===== src/hw/rtl/mp80ks_pkg.sv =====
`timescale 1ns / 1ps

package mp80ks_pkg;

    localparam int KEY_W   = 80;
    localparam int RK_W    = 64;
    localparam int HALF_W  = 32;
    localparam int RND_W   = 5;
    localparam int RNG_W   = 64;
    localparam int ROT_R   = KEY_W - 61;   // rotate left 61 == rotate right 19
    localparam int CNT_LSB = 15;

    localparam logic [RNG_W-1:0] RNG_SEED_RESET = 64'h0123_4567_89AB_CDEF;

    typedef logic [3:0] nibble_t;
    typedef nibble_t sbox_t [16];

    localparam sbox_t SBOX = '{
        4'hC, 4'h5, 4'h6, 4'hB,
        4'h9, 4'h0, 4'hA, 4'hD,
        4'h3, 4'hE, 4'hF, 4'h8,
        4'h4, 4'h7, 4'h1, 4'h2
    };

    // one round key beat, split into two shares per half
    typedef struct packed {
        logic [RND_W-1:0]  round_index;
        logic [HALF_W-1:0] share0_high;
        logic [HALF_W-1:0] share1_high;
        logic [HALF_W-1:0] share0_low;
        logic [HALF_W-1:0] share1_low;
    } round_beat_t;

    // one xorshift64 step, shifts 13, 7, 17
    function automatic logic [RNG_W-1:0] xorshift64(input logic [RNG_W-1:0] s);
        logic [RNG_W-1:0] x;
        x = s;
        x = x ^ (x << 13);
        x = x ^ (x >> 7);
        x = x ^ (x << 17);
        return x;
    endfunction

endpackage


===== src/hw/rtl/mp80ks_round.sv =====
`timescale 1ns / 1ps

module mp80ks_round
    import mp80ks_pkg::*;
(
    input  logic [KEY_W-1:0] key_i,
    input  logic [RND_W-1:0] rnd_i,
    input  logic [RNG_W-1:0] rng_i,
    output round_beat_t      beat_o,
    output logic [KEY_W-1:0] key_next_o,
    output logic [RNG_W-1:0] rng_next_o
);

    logic [RK_W-1:0]  round_key;
    logic [RNG_W-1:0] rng_mid;
    logic [KEY_W-1:0] key_rot;
    logic [RND_W-1:0] cnt;

    // generator steps twice: high half mask first
    assign rng_mid    = xorshift64(rng_i);
    assign rng_next_o = xorshift64(rng_mid);

    assign round_key = key_i[KEY_W-1 -: RK_W];

    always_comb begin
        beat_o.round_index = rnd_i;
        beat_o.share0_high = rng_mid[HALF_W-1:0];
        beat_o.share1_high = rng_mid[HALF_W-1:0] ^ round_key[RK_W-1 -: HALF_W];
        beat_o.share0_low  = rng_next_o[HALF_W-1:0];
        beat_o.share1_low  = rng_next_o[HALF_W-1:0] ^ round_key[HALF_W-1:0];
    end

    // key update for the next round: rotate, s-box on top nibble, counter xor
    assign cnt     = rnd_i + RND_W'(1);
    assign key_rot = {key_i[ROT_R-1:0], key_i[KEY_W-1:ROT_R]};

    always_comb begin
        key_next_o = key_rot;
        key_next_o[KEY_W-1 -: 4] = SBOX[key_rot[KEY_W-1 -: 4]];
        key_next_o[CNT_LSB +: RND_W] = key_rot[CNT_LSB +: RND_W] ^ cnt;
    end

endmodule


===== src/hw/rtl/masked_present80_key_schedule_top.sv =====
// channel  | dir | handshake          | payload
// ---------+-----+--------------------+-----------------------------------------
// s_       | in  | s_valid / s_ready  | s_key_high[15:0], s_key_low[63:0]
// m_       | out | m_valid / m_ready  | m_round_index, m_share0/1_high/low, m_last_round
// cfg_     | in  | cfg_wr_en          | cfg_wr_data[63:0] (generator seed)
//
// one round key beat per cycle while m_ready is high; a key yields ROUND_KEYS beats,
// all of them made by the single round unit
// a taken key reaches the output through the key buffer, working key reg, then result reg
// a one-entry key buffer takes the next key while the current one is still expanding
// m_ready low on a full output freezes round unit and generator; nothing lost or repeated
// aresetn is synchronous, active low; the generator resets to its default seed
`timescale 1ns / 1ps

module masked_present80_key_schedule_top
    import mp80ks_pkg::*;
#(
    parameter int ROUND_KEYS = 32
) (
    input  logic              aclk,
    input  logic              aresetn,

    input  logic              cfg_wr_en,
    input  logic [RNG_W-1:0]  cfg_wr_data,

    input  logic              s_valid,
    output logic              s_ready,
    input  logic [15:0]       s_key_high,
    input  logic [63:0]       s_key_low,

    output logic              m_valid,
    input  logic              m_ready,
    output logic [RND_W-1:0]  m_round_index,
    output logic [HALF_W-1:0] m_share0_high,
    output logic [HALF_W-1:0] m_share1_high,
    output logic [HALF_W-1:0] m_share0_low,
    output logic [HALF_W-1:0] m_share1_low,
    output logic              m_last_round
);

    localparam logic [RND_W-1:0] LAST_RND = RND_W'(ROUND_KEYS - 1);

    // key buffer (skid between input channel and the round unit)
    logic              pend_valid_reg, pend_valid_next;
    logic [KEY_W-1:0]  pend_key_reg;

    // working state of the expansion
    logic              busy_reg, busy_next;
    logic [RND_W-1:0]  rnd_reg, rnd_next;
    logic [KEY_W-1:0]  key_reg, key_next;
    logic [RNG_W-1:0]  rng_reg, rng_next;

    // result register
    logic              m_valid_reg, m_valid_next;
    round_beat_t       beat_reg;
    logic              last_reg;

    // round unit outputs
    round_beat_t       beat_w;
    logic [KEY_W-1:0]  key_upd_w;
    logic [RNG_W-1:0]  rng_upd_w;

    logic              s_take;
    logic              out_free;
    logic              fire;
    logic              is_last;
    logic              load;

    mp80ks_round u_round (
        .key_i      (key_reg),
        .rnd_i      (rnd_reg),
        .rng_i      (rng_reg),
        .beat_o     (beat_w),
        .key_next_o (key_upd_w),
        .rng_next_o (rng_upd_w)
    );

    assign s_ready  = !pend_valid_reg;
    assign s_take   = s_valid && s_ready;
    assign out_free = !m_valid_reg || m_ready;
    assign fire     = busy_reg && out_free;        // one round key beat leaves the unit
    assign is_last  = (rnd_reg == LAST_RND);
    // start the next key right behind the last round of the current one
    assign load     = pend_valid_reg && (!busy_reg || (fire && is_last));

    always_comb begin
        pend_valid_next = (pend_valid_reg && !load) || s_take;

        busy_next = busy_reg;
        rnd_next  = rnd_reg;
        key_next  = key_reg;
        if (load) begin
            busy_next = 1'b1;
            rnd_next  = '0;
            key_next  = pend_key_reg;
        end else if (fire) begin
            busy_next = !is_last;
            rnd_next  = is_last ? '0 : rnd_reg + RND_W'(1);
            key_next  = key_upd_w;
        end

        // seed writes are to come only while idle; the block itself does not enforce this
        if (cfg_wr_en) begin
            rng_next = cfg_wr_data;
        end else if (fire) begin
            rng_next = rng_upd_w;
        end else begin
            rng_next = rng_reg;
        end

        if (fire) begin
            m_valid_next = 1'b1;
        end else if (m_ready) begin
            m_valid_next = 1'b0;
        end else begin
            m_valid_next = m_valid_reg;
        end
    end

    // control state
    always_ff @(posedge aclk) begin
        if (!aresetn) begin
            pend_valid_reg <= 1'b0;
            busy_reg       <= 1'b0;
            rnd_reg        <= '0;
            rng_reg        <= RNG_SEED_RESET;
            m_valid_reg    <= 1'b0;
        end else begin
            pend_valid_reg <= pend_valid_next;
            busy_reg       <= busy_next;
            rnd_reg        <= rnd_next;
            rng_reg        <= rng_next;
            m_valid_reg    <= m_valid_next;
        end
    end

    // payload, no reset
    always_ff @(posedge aclk) begin
        key_reg <= key_next;
        if (s_take) begin
            pend_key_reg <= {s_key_high, s_key_low};
        end
        if (fire) begin
            beat_reg <= beat_w;
            last_reg <= is_last;
        end
    end

    assign m_valid       = m_valid_reg;
    assign m_round_index = beat_reg.round_index;
    assign m_share0_high = beat_reg.share0_high;
    assign m_share1_high = beat_reg.share1_high;
    assign m_share0_low  = beat_reg.share0_low;
    assign m_share1_low  = beat_reg.share1_low;
    assign m_last_round  = last_reg;

    // a beat produced by the round unit is presented next cycle
    a_fire_to_valid: assert property (@(posedge aclk) disable iff (!aresetn)
        fire |=> m_valid)
        else $error("round beat produced but output not valid");

    // the last-round flag only ever marks the final round index
    a_last_index: assert property (@(posedge aclk) disable iff (!aresetn)
        (m_valid && m_last_round) |-> (m_round_index == LAST_RND))
        else $error("last_round on a non-final round index");

    // an idle round unit sits at round zero
    a_idle_rnd: assert property (@(posedge aclk) disable iff (!aresetn)
        !busy_reg |-> (rnd_reg == '0))
        else $error("round counter nonzero while idle");

    // a buffered key starts at once when the unit is idle
    a_pend_start: assert property (@(posedge aclk) disable iff (!aresetn)
        (pend_valid_reg && !busy_reg) |=> (busy_reg && rnd_reg == '0))
        else $error("buffered key not started");

    // a stalled output freezes the generator
    a_rng_hold: assert property (@(posedge aclk) disable iff (!aresetn)
        (m_valid && !m_ready && !cfg_wr_en) |=> $stable(rng_reg))
        else $error("generator advanced during output stall");

endmodule


===== config.mk =====
export PLATFORM = sky130hd
export DESIGN_NAME = masked_present80_key_schedule_top
export DESIGN_NICKNAME = d
export VERILOG_FILES = /design/src/hw/rtl/mp80ks_pkg.sv /design/src/hw/rtl/mp80ks_round.sv /design/src/hw/rtl/masked_present80_key_schedule_top.sv
export SDC_FILE = /design/constraint.sdc
export NUM_CORES = 1
export LEC_CHECK = 0
export ABC_CLOCK_PERIOD_IN_PS = 11200
export BUFFER_PORTS_ARGS = -buffer_cell sky130_fd_sc_hd__buf_2
export CAP_MARGIN = 30
export CORE_UTILIZATION = 50
export DETAILED_ROUTE_END_ITERATION = 7
export GPL_ROUTABILITY_DRIVEN = 0
export PLACE_DENSITY = 0.71
export SLEW_MARGIN = 20
export SYNTH_ARGS = -nofsm -noshare
export SYNTH_HDL_FRONTEND = slang
export SYNTH_HIERARCHICAL = 1
export SYNTH_SLANG_ARGS = --single-unit

===== constraint.sdc =====
create_clock -name aclk -period 11.2 [get_ports aclk]
set_clock_uncertainty 0.15 [all_clocks]
set_input_delay 0 -clock aclk [delete_from_list [all_inputs] [get_ports aclk]]
set_output_delay 0 -clock aclk [all_outputs]
set_load 0.01 [all_outputs]

==> out/metrics.csv <==
metric,value,unit
status,completed,
grtUsageMet2,43.6,%
wl_per_cell,23.3,µm
clock_path_buffers,3,
grt_overflow,0,
cp.required,11.54,ns
io_pins,285,
fillers,2857,
drtPass1Iterations,6,
reg2reg_from,rng_reg[6]$_SDFFE_PN1P_,
routed_wl,55900,µm
cts_buffers,40,
grtUsageMet1,36.3,%
switching_power,0.00240,W
startpoint,rng_reg[6]$_SDFFE_PN1P_,
core,38600,µm²
grtUsageMet3,8.17,%
ir_drop,0.130,mV
antenna_found_initial,3,
grt_pass1_wl,79100,µm
syn_area_per_cell,13.8,µm²
synth_flop_cell,edfxtp_1,
syn-num-nets,1577,
min_period_over_period,35.7,%
syn2layout_area_growth,25.1,%
initial_core_util,50.8,%
grt_max_degree,88,
ys_warn_count,6,
ys_top_cells_by_area,"edfxtp_1 (45%), xnor2_1 (12%), dfxtp_1 (7.3%), mux2_4 (6.0%), xnor3_1 (5.4%)",
tightest_slew,1.09,ns
crit_type,reg -> reg,
finalSetupTns,0,ns
placed_cells,2046,
place_area,20500,µm²
p_per_area,271,nW/µm²
viasPerCell,5.20,
drv_slew,0,
r2r_end,rng_reg[29]$_SDFFE_PN0P_,
internal-power,0.00425,W
synth_most_common_cell,edfxtp_1,
ys_types,42,
vias,12500,
yosys.area.top_type,edfxtp_1,
hold_violations,0,
rr_worst_depth,8,
die_y,200,µm
drtIter0Drc,1064,
min_from,s_key_low[5],
arrival,4.34,ns
r2r_slack,7.20,ns
rows,72,
cp-start-kind,flip-flop,
fmax,250,MHz
clkPwrFrac,18.7,%
holdPathStages,2,
ys_seq_area_share,52.3,%
cts_max_level,2,
grt_usage,27.9,%
sequentialPowerShare,30.6,%
finalSetupViolations,0,
drc_errors,0,
fin_area,24500,µm²
dp_hpwl,38400,µm
layout.cells.non_filler,2399,
comb_power_share,50.7,%
ant_nets,0,
netlist_instances,1420,
clk_pin_slew,0.06,ns
clock-root-buffer,clkbuf_16,
p_sw_share,36.1,%
syn_area,19600,µm²
busiest_layer,met2,
cts_tree,done,
drive_gt1_share,25.2,%
final_nets,2005,
fin_crit,4.00,ns
io_buffers,284,
crit_fanout,10,
hold_class,in -> reg,
grt_setup_unrepaired,false,
relSlewSlack,26.8,%
power.leakage,9.91,nW
utilization,63.5,%
hold_end,pend_key_reg[5]$_DFFE_PP_,
synth-seq-cells,366,
fp.dieW,200,µm
ys_async_sr_fraction,0,%
cp-end-kind,flip-flop,
maxCapViolCount,0,
cts_sinks,366,
grt_pass1_vias,12600,
fp.dieArea,40000,µm²
synth_edf_count,294,
synth_top_area_share,45.0,%
synth.top_cells.by_count,"edfxtp_1 (294), xnor2_1 (265), nand2_1 (137)",
clkLatencyLatePin,0.56,ns
[placed cells by master, fill, tap and decap left out, types with 2 or more instances in the layout]
cell / instances
xor3_1: 7
xor2_1: 96
edfxtp_1: 294
mux2_4: 79
ha_1: 8
xnor2_4: 5
nor2b_4: 2
nor2_1: 5
dfxtp_1: 72
clkinv_2: 8
xnor2_1: 265
nand2_1: 136
xnor2_2: 12
a31oi_1: 65
clkbuf_1: 14
inv_6: 3
xor2_2: 4
nor3b_1: 32
xor2_4: 2
clkbuf_16: 41
xnor3_2: 5
buf_2: 284
o21ai_0: 38
nand2b_4: 2
nand3_1: 3
dlygate4sd3_1: 275
a21oi_1: 6
clkinv_1: 7
inv_1: 30
mux4_2: 2
xnor3_1: 47
buf_16: 4
xor3_2: 3
buf_4: 10
[worst max-delay path by stage]
stage	to	slack, ns	cells after the start
final	rng_reg[29]$_SDFFE_PN0P_	7.20	8
after global routing	rng_reg[29]$_SDFFE_PN0P_	7.07	8
after CTS	rng_reg[40]$_SDFFE_PN1P_	7.31	8
after detailed placement	rng_reg[54]$_SDFFE_PN0P_	7.81	7
after global placement	rng_reg[40]$_SDFFE_PN1P_	7.83	7
after floorplan	pend_key_reg[0]$_DFFE_PP_	6.61	1
[layout make-up]
| class | count | area (µm²) | area share (%) |
|---|---|---|---|
| Multi-Input combinational cell | 835 | 7920 | 32.3 |
| Clock inverter | 18 | 118 | 0.479 |
| Timing Repair Buffer | 573 | 4360 | 17.8 |
| Inverter | 32 | 126 | 0.515 |
| Sequential cell | 366 | 10300 | 41.9 |
| Clock buffer | 56 | 1090 | 4.45 |
| Antenna cell | 1 | 2.50 | 0.0102 |
| Tap cell | 518 | 648 | 2.64 |
[critical path, cell delays in order, from the launching register on]
cell and delay [ns]:
dfxtp_1 0.66, xnor3_2 0.67, xnor2_4 0.26, xor2_2 0.57
xnor3_1 0.57, xnor2_1 0.19, nand2_1 0.07, a31oi_1 0.19
dlygate4sd3_1 0.59
[per-layer routing]
layer,share of wire [%],vias up,wire length [µm]
met2,47,567,26100
met4,3.9,2,2200
met5,0.023,-,13
li1,-,5646,-
met1,41,6156,22700
met3,8.7,115,4850
[cell families (layout without fill, tap and decap cells)]
| kind of cell | Yosys count | count (layout) | share of synthesized area, % |
|---|---|---|---|
| multiplexers | 82 | 82 | 6.33 |
| buffers and inverters | 219 | 679 | 7.40 |
| other | 0 | 1 | 0 |
| XOR/XNOR | 446 | 446 | 25.7 |
| flip-flops | 366 | 366 | 52.3 |
| AO/OA/AOI/OAI | 113 | 113 | 3.35 |
| AND/OR/NAND/NOR | 186 | 186 | 4.41 |
| adder cells (fa/ha/maj) | 8 | 8 | 0.510 |
[timing repair]
item                                    in CTS  in global routing
resized for setup                            0                  0
hold buffers                               275                  0
setup buffers                                0                  0
endpoints found under the setup margin       0                  0
endpoints found under the hold margin      169                  0
[stage by stage]
step / power (W) / setup WS (ns) / hold slack [ns]
floorplan: 0.00473 / 6.61 / -0.0511
global placement: 0.00525 / 7.83 / 0.0271
detailed placement: 0.00527 / 7.81 / 0.0281
CTS: 0.00662 / 7.31 / 0.000277
global route: 0.00692 / 7.07 / 0.0154
finish: 0.00666 / 7.20 / 0.0186
[power by group through the flow]
| stage | Sequential [W] | Combinational [W] | Clock (W) |
|---|---|---|---|
| after detailed placement | 0.00206 | 0.00321 | 0 |
| after global placement | 0.00206 | 0.00319 | 0 |
| after CTS | 0.00204 | 0.00333 | 0.00126 |
| final | 0.00204 | 0.00337 | 0.00124 |
| after global routing | 0.00205 | 0.00355 | 0.00131 |
| after floorplan | 0.00201 | 0.00272 | 0 |
Note: power is estimated with default switching activity, not from simulation.
